$ cat config.mk
export PLATFORM = sky130hd
export DESIGN_NAME = gbpsa_block_table
export DESIGN_NICKNAME = d
export VERILOG_FILES = /design/src/hdl/growing_block_pool_slot_allocator_macros.svh /design/src/hdl/gbpsa_pkg.sv /design/src/hdl/gbpsa_block_table.sv
export SDC_FILE = /design/constraint.sdc
export NUM_CORES = 1
export LEC_CHECK = 0
export ABC_AREA = 1
export BUFFER_PORTS_ARGS = -buffer_cell sky130_fd_sc_hd__buf_2
export CAP_MARGIN = 20
export CORE_MARGIN = 2
export CORE_UTILIZATION = 60
export CTS_CLUSTER_DIAMETER = 30
export DETAILED_ROUTE_END_ITERATION = 8
export GPL_TIMING_DRIVEN = 0
export HOLD_SLACK_MARGIN = 0.1
export PLACE_DENSITY = 0.86
export SLEW_MARGIN = 0
export SYNTH_ARGS = -nofsm -noshare
export SYNTH_HDL_FRONTEND = slang
export SYNTH_SLANG_ARGS = --single-unit
$ cat constraint.sdc
create_clock -name clk -period 3 [get_ports clk]
set_input_delay 0.45 -clock clk [delete_from_list [all_inputs] [get_ports clk]]
set_output_delay 0.45 -clock clk [all_outputs]
set_load 0.005 [all_outputs]
$ cat src/hdl/growing_block_pool_slot_allocator_macros.svh
// ----------------------------------------------------------------------------
// Slot allocator assertion macros
// Shared forms for the concurrent checks of the slot allocator. Each check is
// clocked on clk and is switched off while arst_n is low.
// ----------------------------------------------------------------------------
`ifndef GROWING_BLOCK_POOL_SLOT_ALLOCATOR_MACROS_SVH
`define GROWING_BLOCK_POOL_SLOT_ALLOCATOR_MACROS_SVH

// Same-cycle implication.
`define GBPSA_ASSERT_IMP(label, ante, cons, msg) \
	label: assert property (@(posedge clk) disable iff (!arst_n) (ante) |-> (cons)) \
		else $error(msg);

// Next-cycle implication.
`define GBPSA_ASSERT_NXT(label, ante, cons, msg) \
	label: assert property (@(posedge clk) disable iff (!arst_n) (ante) |=> (cons)) \
		else $error(msg);

`endif

$ cat src/hdl/gbpsa_pkg.sv
// ----------------------------------------------------------------------------
// Slot allocator package
// Sizes, codes, handle type and the control structs shared by the modules.
// ----------------------------------------------------------------------------
`timescale 1ns / 1ps
`default_nettype none

package gbpsa_pkg;

	localparam int BASE_BLOCK = 16;
	localparam int MAX_BLOCKS = 8;
	localparam int FREE_DEPTH = 2048;

	localparam int REQ_W    = 2;
	localparam int STATUS_W = 2;
	localparam int BLK_W    = 3;
	localparam int ELEM_W   = 10;

	// The largest block holds BASE_BLOCK << (MAX_BLOCKS - 2) slots, and a
	// taken count must be able to reach that size.
	localparam int COUNT_W     = $clog2(BASE_BLOCK << (MAX_BLOCKS - 2)) + 1;
	localparam int OPEN_W      = $clog2(MAX_BLOCKS + 1);
	localparam int FREE_ADDR_W = $clog2(FREE_DEPTH);
	localparam int FREE_CNT_W  = $clog2(FREE_DEPTH + 1);

	typedef enum logic [REQ_W-1:0] {
		REQ_TAKE   = 2'd0,
		REQ_RETURN = 2'd1,
		REQ_CLEAR  = 2'd2,
		REQ_RESET  = 2'd3
	} req_code_t;

	typedef enum logic [STATUS_W-1:0] {
		ST_OK         = 2'd0,
		ST_NO_SPACE   = 2'd1,
		ST_BAD_RETURN = 2'd2
	} status_t;

	typedef enum logic {
		FSM_IDLE = 1'b0,
		FSM_POP  = 1'b1
	} state_t;

	typedef struct packed {
		logic [BLK_W-1:0]  blk;
		logic [ELEM_W-1:0] elem;
	} handle_t;

	typedef struct packed {
		logic push;
		logic pop;
		logic clear;
	} stack_cmd_t;

	typedef struct packed {
		logic             bump;
		logic             inc;
		logic [BLK_W-1:0] inc_block;
		logic             dec;
		logic             clear;
		logic             reset_open;
	} table_cmd_t;

	typedef struct packed {
		logic              bump_ok;
		logic [BLK_W-1:0]  bump_block;
		logic [ELEM_W-1:0] bump_element;
		logic              ret_ok;
	} table_status_t;

	// Slots in block k: blocks 0 and 1 hold BASE_BLOCK, each later one doubles.
	function automatic logic [COUNT_W-1:0] block_size(input logic [BLK_W-1:0] k);
		logic [COUNT_W-1:0] base;
		base = COUNT_W'(BASE_BLOCK);
		if (k == '0) begin
			return base;
		end
		return base << (k - 1'b1);
	endfunction

endpackage

`default_nettype wire

$ cat src/hdl/gbpsa_block_table.sv
// ----------------------------------------------------------------------------
// Block table
// Taken count of every block, the number of open blocks, the newest-first
// scan for a block with room and the checks on a returned handle.
// ----------------------------------------------------------------------------
`timescale 1ns / 1ps
`default_nettype none

module gbpsa_block_table import gbpsa_pkg::*; (
	input  wire logic              clk,
	input  wire logic              arst_n,
	input  wire table_cmd_t        cmd,
	input  wire logic [BLK_W-1:0]  ret_block,
	input  wire logic [ELEM_W-1:0] ret_element,
	output table_status_t          status
);

	logic [COUNT_W-1:0]    taken_q [MAX_BLOCKS];
	logic [OPEN_W-1:0]     open_q;
	logic [MAX_BLOCKS-1:0] is_open;
	logic [MAX_BLOCKS-1:0] not_full;
	logic [MAX_BLOCKS-1:0] nonzero;
	logic                  hit;
	logic [BLK_W-1:0]      sel;
	logic                  can_open;
	logic [BLK_W-1:0]      new_block;

	// Per-block flags; the scan keeps the highest open block with room.
	always_comb begin
		hit = 1'b0;
		sel = '0;
		for (int b = 0; b < MAX_BLOCKS; b++) begin
			is_open[b]  = OPEN_W'(b) < open_q;
			not_full[b] = taken_q[b] < block_size(BLK_W'(b));
			nonzero[b]  = taken_q[b] != '0;
			if (is_open[b] && not_full[b]) begin
				hit = 1'b1;
				sel = BLK_W'(b);
			end
		end
	end

	assign can_open  = open_q < OPEN_W'(MAX_BLOCKS);
	assign new_block = open_q[BLK_W-1:0];

	always_comb begin
		status.bump_ok      = hit || can_open;
		status.bump_block   = hit ? sel : new_block;
		status.bump_element = hit ? ELEM_W'(taken_q[sel]) : '0;
		status.ret_ok       = is_open[ret_block] && nonzero[ret_block] &&
			(COUNT_W'(ret_element) < block_size(ret_block));
	end

	always_ff @(posedge clk or negedge arst_n) begin
		if (!arst_n) begin
			for (int b = 0; b < MAX_BLOCKS; b++) begin
				taken_q[b] <= '0;
			end
			open_q <= OPEN_W'(1);
		end else if (cmd.clear) begin
			for (int b = 0; b < MAX_BLOCKS; b++) begin
				taken_q[b] <= '0;
			end
			if (cmd.reset_open) begin
				open_q <= OPEN_W'(1);
			end
		end else begin
			for (int b = 0; b < MAX_BLOCKS; b++) begin
				if (cmd.bump && hit && sel == BLK_W'(b)) begin
					taken_q[b] <= taken_q[b] + 1'b1;
				end else if (cmd.bump && !hit && can_open && new_block == BLK_W'(b)) begin
					taken_q[b] <= COUNT_W'(1);
				end else if (cmd.inc && cmd.inc_block == BLK_W'(b)) begin
					taken_q[b] <= taken_q[b] + 1'b1;
				end else if (cmd.dec && ret_block == BLK_W'(b)) begin
					taken_q[b] <= taken_q[b] - 1'b1;
				end
			end
			if (cmd.bump && !hit && can_open) begin
				open_q <= open_q + 1'b1;
			end
		end
	end

endmodule

`default_nettype wire

Word level (Yosys, flattened, before mapping)
Index checks and enable logic that the tools add are counted.
{"block": "totals", "output_inout_bits": 15, "ff_bits": 92}
{"block": "classes", "reduce_logical": 69, "add_sub_neg": 18, "n_shift": 1, "eq_ne": 29, "order_cmp": 20, "n_bitwise": 1, "muxes": 63}
{"operator": "2-to-1 mux 11 bit", "n": 34}
{"operator": "adder 11 x 1 -> 11 bit, second input constant", "n": 8}
{"operator": "2-to-1 mux 88 bit", "n": 1}
{"operator": "nonzero test 11 bit", "n": 8}
{"operator": "subtractor 11 x 1 -> 11 bit, second input constant", "n": 8}
{"operator": "equality test 3 bit, second input constant", "n": 16}
{"operator": "logical AND 1 bit", "n": 45}
{"operator": "nonzero test 5 bit", "n": 8}
{"operator": "binary-select mux 11 bit (select 3 bit)", "n": 1}
{"operator": "2-to-1 mux 10 bit", "n": 3}
{"operator": "equality test 3 x 2 -> 1 bit, second input constant", "n": 8}
{"operator": "< comparator 11 x 5 -> 1 bit, second input constant", "n": 2}
{"operator": "2-to-1 mux 3 bit", "n": 7}
{"operator": "< comparator 3 x 4 -> 1 bit, first input constant", "n": 4}
{"operator": "equality test 3 x 1 -> 1 bit, second input constant", "n": 4}
{"operator": "zero test 3 bit", "n": 4}
{"operator": "2-to-1 mux 1 bit", "n": 12}
{"operator": "2-to-1 mux 4 bit", "n": 3}
{"operator": "< comparator 10 x 11 -> 1 bit", "n": 1}
{"operator": "< comparator 11 x 10 -> 1 bit, second input constant", "n": 1}
{"operator": "< comparator 11 bit, second input constant", "n": 1}
{"operator": "< comparator 11 x 6 -> 1 bit, second input constant", "n": 1}
{"operator": "< comparator 11 x 7 -> 1 bit, second input constant", "n": 1}
{"operator": "< comparator 11 x 8 -> 1 bit, second input constant", "n": 1}
{"operator": "other kinds (16)", "n": 19}

Logic depth before layout (Yosys ltp)
Gate-level depths: netlist (run 1).
{"block": "depth", "word_depth": 17, "mapped_depth": 20}

Worst setup path before layout (run 1)
No wires, ideal clock.
{"block": "synth_timing", "path_kind": "input -> output", "start": "in ret_block[0]", "end": "out status[0] (netlist name)", "n_path_buf": 0, "slack_ns": 0.236, "arrival_time_ns": 2.314, "required_time_ns": 2.550, "cell_stages": 13, "cell_sequence": "nor2_1 ha_1 o21ai_0 inv_1 ha_1 o21ai_0 nand2_1 a21oi_1 nor2_1 a211o_1 a21oi_1 a21oi_1 nor2_1"}
{"element": "start: declaration", "line_no": "gbpsa_block_table.sv:13", "text": "input wire logic [BLK_W-1:0] ret_block,"}
{"element": "end: declaration", "line_no": "gbpsa_block_table.sv:15", "text": "output table_status_t status"}

==> results of run 1 <==
-- critical path, delay by kind of cell, from the launching register on --
kind                     cells  cell delay (ns)
buffers and inverters        4             0.52
flip-flops                   1             0.62
AO/OA/AOI/OAI                1             0.15
AND/OR/NAND/NOR             11             1.04
adder cells (fa/ha/maj)      1             0.16
-- where the power goes --
part           switching [mW]  internal (mW)  total, mW  leakage (nW)
Clock                   0.550          0.670       1.22         0.139
Sequential              0.649           1.74       2.38          1.21
Combinational            6.47           3.75       10.2          4.21
-- metrics by stage --
stage                     total power [mW]  instance area, µm²
final                                 13.8               11400
after detailed placement              10.9               10400
after global routing                  14.8               11400
after global placement                10.7               10400
after floorplan                       8.69                9930
after CTS                             12.9               11100
-- registers in the layout, indices dropped and copies added, names as in the netlist --
register  cells
taken_q      88
open_q        4
-- layout make-up --
type,count,area [µm²]
tap,220,275
buffer,60,367
multi-input combinational,1297,6920
timing repair buffer,65,482
clock buffer,12,246
fill,1367,5050
inverter,187,713
clock inverter,4,50.0
sequential,92,2300
-- path summary, 6_finish.rpt --
check / start / depth (start not counted) / end / slack, ns
min in group asynchronous: arst_n / 2 / taken_q[79]$_DFFE_PN0P_ / 0.60
setup / recovery: open_q[0]$_DFFE_PN1P_ / 17 / status[4] / -0.31
max in group asynchronous: arst_n / 3 / open_q[0]$_DFFE_PN1P_ / 1.66
hold / removal: cmd[0] / 4 / open_q[1]$_DFFE_PN0P_ / 0.47
setup reg to reg: open_q[0]$_DFFE_PN1P_ / 19 / taken_q[45]$_DFFE_PN0P_ / 0.04
hold reg to reg: taken_q[45]$_DFFE_PN0P_ / 2 / taken_q[45]$_DFFE_PN0P_ / 0.53
-- synth_stat cells (all sizes together), types with 11 or more instances --
master	n
nand2	497
o22ai	11
nor4	11
nand3	229
o211ai	11
o21ai	134
inv	179
a21oi	34
nor3	34
ha	37
clkbuf	25
xor2	63
buf	35
dfrtp	91
nand4	55
nor2	134
-- cells by family (layout without fill, tap and decap cells) --
group	count (synthesis)	count (layout)	synth area share, %
fa+ha+maj	37	37	4.66
xor+xnor	73	73	6.44
compound gates	210	210	11.5
simple gates	977	977	44.2
buf+inv	247	328	9.95
flops	92	92	23.2
-- repair_timing --
| action | 4_1_cts | 5_1_grt |
|---|---|---|
| hold endpoints to repair | 34 | 0 |
| hold buffers | 1 | 0 |
| buffers inserted | 18 | 11 |
| cloned | 1 | 0 |
| pin swaps | 20 | 38 |
| resized for setup | 66 | 66 |
| endpoints found under the setup margin | 15 | 32 |
-- metal layers --
| metal | vias to the layer above | track usage, % |
|---|---|---|
| li1 | 5557 | - |
| met1 | 5326 | 46.5 |
| met2 | 751 | 59.1 |
| met3 | 170 | 7.59 |
| met4 | 0 | 18.0 |
| met5 | - | 0 |
==> flow_summary.yaml, run 1 <==
sta:
  timing.final.max_slew_violations: 0
  fin_crit_ns: 3.31
  setup_viol: 12
  setup_slack_ns: -0.315
  fin_worst_skew_ns: 0.0143
  period_share_pct: 110
  rsz0062_at_grt: "true"
  whs_ns: 0.469
  hold_viol_final: 0
  tns_ns: -2.93
  relSlewSlack_pct: 41.4
  worst_pin_slew_ns: 0.879
  fmax_ghz: 0.302
cts:
  clock_tree.buffer_depth: 2
  path_clk_slew_ns: 0.07
  htreeDepth: 3
  cts_tree: "built"
  cts-root-buf: "clkbuf_16"
  cts_buffers: 9
  clock_sinks: 92
  insertion_delay_ns: 0.37
synthesis:
  synth_edf_count: 0
  synthArstFlopShare_pct: 100
  yosys_warnings: 0
  synth-seq-area-share_pct: 23.2
  synth_area_per_cell_um2: 6.07
  ys_ff_latch: 92
  syn_area_um2: 9930
  synthTopCellsByArea: "dfrtp_1 23%, nand2_1 18%, nand3_1 11%"
  synth_largest_area_cell: "dfrtp_1"
  synth_top_area_share_pct: 22.9
  synthFlopType: "dfrtp_1"
  synthesis.nets: 1696
  synth_cell_types: 50
  syn_inst: 1636
layout:
  utilization_pct: 69.2
  finalNonFillerCells: 1937
  synthToLayoutAreaGrowth_pct: 14.3
  mostFrequentLayoutCells: "451 x nand2_1, 225 x nand3_1, 156 x inv_1"
  final_common_cell: "nand2_1"
  drive_gt1_share_pct: 14.2
  num_antenna_cells: 0
  fin_nets: 1772
route:
  drcViolationCount: 0
  wl_per_cell_um: 17.2
  top_layer: "met4"
  ant_nets: 0
  vias: 11804
  viasPerCell: 6.09
  met1Wirelength_um: 12800
  wirelength_um: 33400
  wl_met2_um: 15100
  dr.pass1.iters: 6
  first_iter_violations: 1480
  wl_met3_um: 3670
run:
  cap_violations: 0
placed_design:
  dp.final_hpwl_um: 23600
  buffer_ports.inserted: 33
  place_ws_ns: -0.496
  routabilityCongestion: 1.00
  place_inst: 1890
grt:
  grt.total_usage_pct: 36.5
  grt_pass1_vias: 10622
  antenna_found_initial: 0
  grt_max_degree: 59
  grt_pass1_wl_um: 52200
  grt_overflow: 0
status:
  violations: "negative setup slack"
  outcome: "complete, but fails checks"
worst_hold_path:
  hold_path_class: "in -> reg"
worst_setup_path:
  cpPeakStageDelay_ns: 0.62
  setup.worst_path.start_class: "flop"
  crit_chain: "inv_4, ha_4, o21ai_2, nand3_2, nand2_1, nand2_1, nand2_2, buf_4, buf_6, nand3_1, nand2_2, nand2_2, nand2_2, nand2_1, nand2_1, nor2_2, buf_2"
  setup.worst_path.end_class: "output pin"
  crit_fanout: 10
  cp.required_ns: 2.55
  critPathKind: "reg -> out"
  critPathArrivalTime_ns: 2.86
  cpMaxStageDelayCell: "dfstp_2"
power:
  power_density_nw_per_um2: 1220
  vdd.ir_drop.worst_mv: 0.671
  leakage_nw: 5.56
floorplanning:
  dieArea_um2: 17600
  die_w_um: 133
  std_cell_rows: 47
  coreArea_um2: 16400
  initial_core_util_pct: 60.6
  die_h_um: 133
  pin_count: 38
Power figures use the tool's default switching activity.
==> inputs of run 2 (changes only) <==
- CTS_BUF_LIST: unset -> sky130_fd_sc_hd__clkbuf_8
==> flow_summary.yaml, run 2 (synthesis gave the netlist of run 1 again) <==
floorplanning:
  dieArea_um2: 17600
  std_cell_rows: 47
  initial_core_util_pct: 60.6
  pin_count: 38
  die_h_um: 133
  die_w_um: 133
  coreArea_um2: 16400
grt:
  grt_pass1_vias: 10657
  grt.total_usage_pct: 37.2
  grt_overflow: 0
  grt_pass1_wl_um: 53100
  grt_max_degree: 59
  antenna_found_initial: 1
sta:
  setup_slack_ns: -0.421
  worst_pin_slew_ns: 0.927
  whs_ns: 0.417
  fmax_ghz: 0.292
  period_share_pct: 114
  relSlewSlack_pct: 38.2
  fin_worst_skew_ns: 0.0244
  hold_viol_final: 0
  fin_crit_ns: 3.42
  setup_viol: 14
  timing.final.max_slew_violations: 0
  rsz0062_at_grt: "true"
worst_setup_path:
  crit_buf_inv: 5
  crit_chain: "inv_4, ha_4, o21ai_2, nand3_2, buf_6, nand2_4, a21oi_4, nor2_4, buf_6, nor2_4, buf_6, nand2_4, nand2_2, nor2_1, nor2_1, nor2_2, buf_2"
  crit_fanout: 4
  cpMaxStageDelayCell: "dfstp_2"
  setup.worst_path.end_class: "output pin"
  cp.required_ns: 2.55
  cpMostUsedCell: "buf_6"
  critPathKind: "reg -> out"
  critPathArrivalTime_ns: 2.97
  setup.worst_path.start_class: "flop"
  path_delay_family: "simple AND/OR/NAND/NOR gates"
  cpPeakStageDelay_ns: 0.63
cts:
  cts_tree: "built"
  clock_tree.buffer_depth: 2
  cts_buffers: 9
  cts-root-buf: "clkbuf_8"
  clock_sinks: 92
  insertion_delay_ns: 0.41
  htreeDepth: 3
  path_clk_slew_ns: 0.10
layout:
  mostFrequentLayoutCells: "452 x nand2_1, 222 x nand3_1, 155 x inv_1"
  synthToLayoutAreaGrowth_pct: 16.3
  final_common_cell: "nand2_1"
  regMostFlops: "taken_q"
  finalNonFillerCells: 1962
  fin_nets: 1796
  largest_reg_flops: 88
  top_regs: "taken_q: 88 flops, open_q: 4 flops"
  drive_gt1_share_pct: 16.0
placed_design:
  dp.final_hpwl_um: 23600
  routabilityCongestion: 1.00
  place_ws_ns: -0.496
  buffer_ports.inserted: 33
  place_inst: 1890
route:
  vias: 12227
  first_iter_violations: 1844
  drcViolationCount: 22
  wirelength_um: 35200
  viasPerCell: 6.23
  wl_per_cell_um: 17.9
  ant_nets: 0
  dr.pass1.iters: 9
worst_hold_path:
  hold_path_class: "in -> reg"
power:
  vdd.ir_drop.worst_mv: 0.605
  power_density_nw_per_um2: 1230
  leakage_nw: 5.69
run:
  cap_violations: 0
status:
  violations: "design-rule violations, negative setup slack"
  outcome: "complete, but fails checks"
-- run 2: changes by cell type in the layout (fill, tap and decap cells not counted), sizes merged --
cell    before  now
buf        100  123
clkbuf      36   35
diode        0    1
inv        179  181
-- run 2: layout make-up --
cell class                      instances  area, µm²
Multi-Input combinational cell       1297       6970
Antenna cell                            1       2.50
Inverter                              187        713
Buffer                                 59        374
Fill cell                            1323       4860
Timing Repair Buffer                   90        717
Tap cell                              220        275
Clock buffer                           10        138
Clock inverter                          6       57.6
Sequential cell                        92       2310
-- run 2: worst min-delay path: cells and delay by family --
kind | cells | cell delay (ns)
and+or+nand+nor | 2 | 0.16
buffers and inverters | 1 | 0.09
AOI/OAI and AO/OA | 1 | 0.08
-- run 2: report_power, final --
group,total (mW),switching (mW),internal [mW]
Combinational,10.9,6.78,4.15
Sequential,2.39,0.658,1.73
Clock,0.925,0.524,0.402
-- run 2: stage by stage --
stage	utilization, %	cell area [µm²]	total power [mW]	TNS, ns
2_1_floorplan	-	9930	8.69	0
3_3_place_gp	63.2	10400	10.7	-2.07
3_5_place_dp	63.4	10400	10.9	-2.58
4_1_cts	68.4	11200	13.1	-1.39
5_1_grt	70.4	11600	15.2	-3.97
6_report	70.4	11600	14.2	-3.77
-- run 2: per-layer routing --
| layer | track usage (%) | vias to the layer above | wire [µm] |
|---|---|---|---|
| li1 | - | 5599 | - |
| met1 | 46.9 | 5514 | 13400 |
| met2 | 60.2 | 884 | 15700 |
| met5 | 0 | - | 0 |
| met3 | 7.43 | 230 | 3790 |
| met4 | 19.5 | 0 | 2370 |
-- run 2: final timing paths --
kind	startpoint	end	slack, ns	depth (start not counted)
worst min register to register	taken_q[45]$_DFFE_PN0P_	taken_q[45]$_DFFE_PN0P_	0.51	2
worst max-delay path	open_q[0]$_DFFE_PN1P_	status[2]	-0.42	17
worst min-delay path	cmd[0]	open_q[2]$_DFFE_PN0P_	0.42	4
min in group asynchronous	arst_n	taken_q[79]$_DFFE_PN0P_	0.56	2
max in group asynchronous	arst_n	open_q[0]$_DFFE_PN1P_	1.70	3
worst max register to register	open_q[0]$_DFFE_PN1P_	taken_q[12]$_DFFE_PN0P_	0	17
-- run 2: timing repair --
action,in CTS,in global routing
pin swaps,29,37
hold endpoints to repair,34,0
gates cloned,2,1
endpoints found under the setup margin,15,22
resized for setup,100,59
setup buffers,32,20
hold buffers,1,0
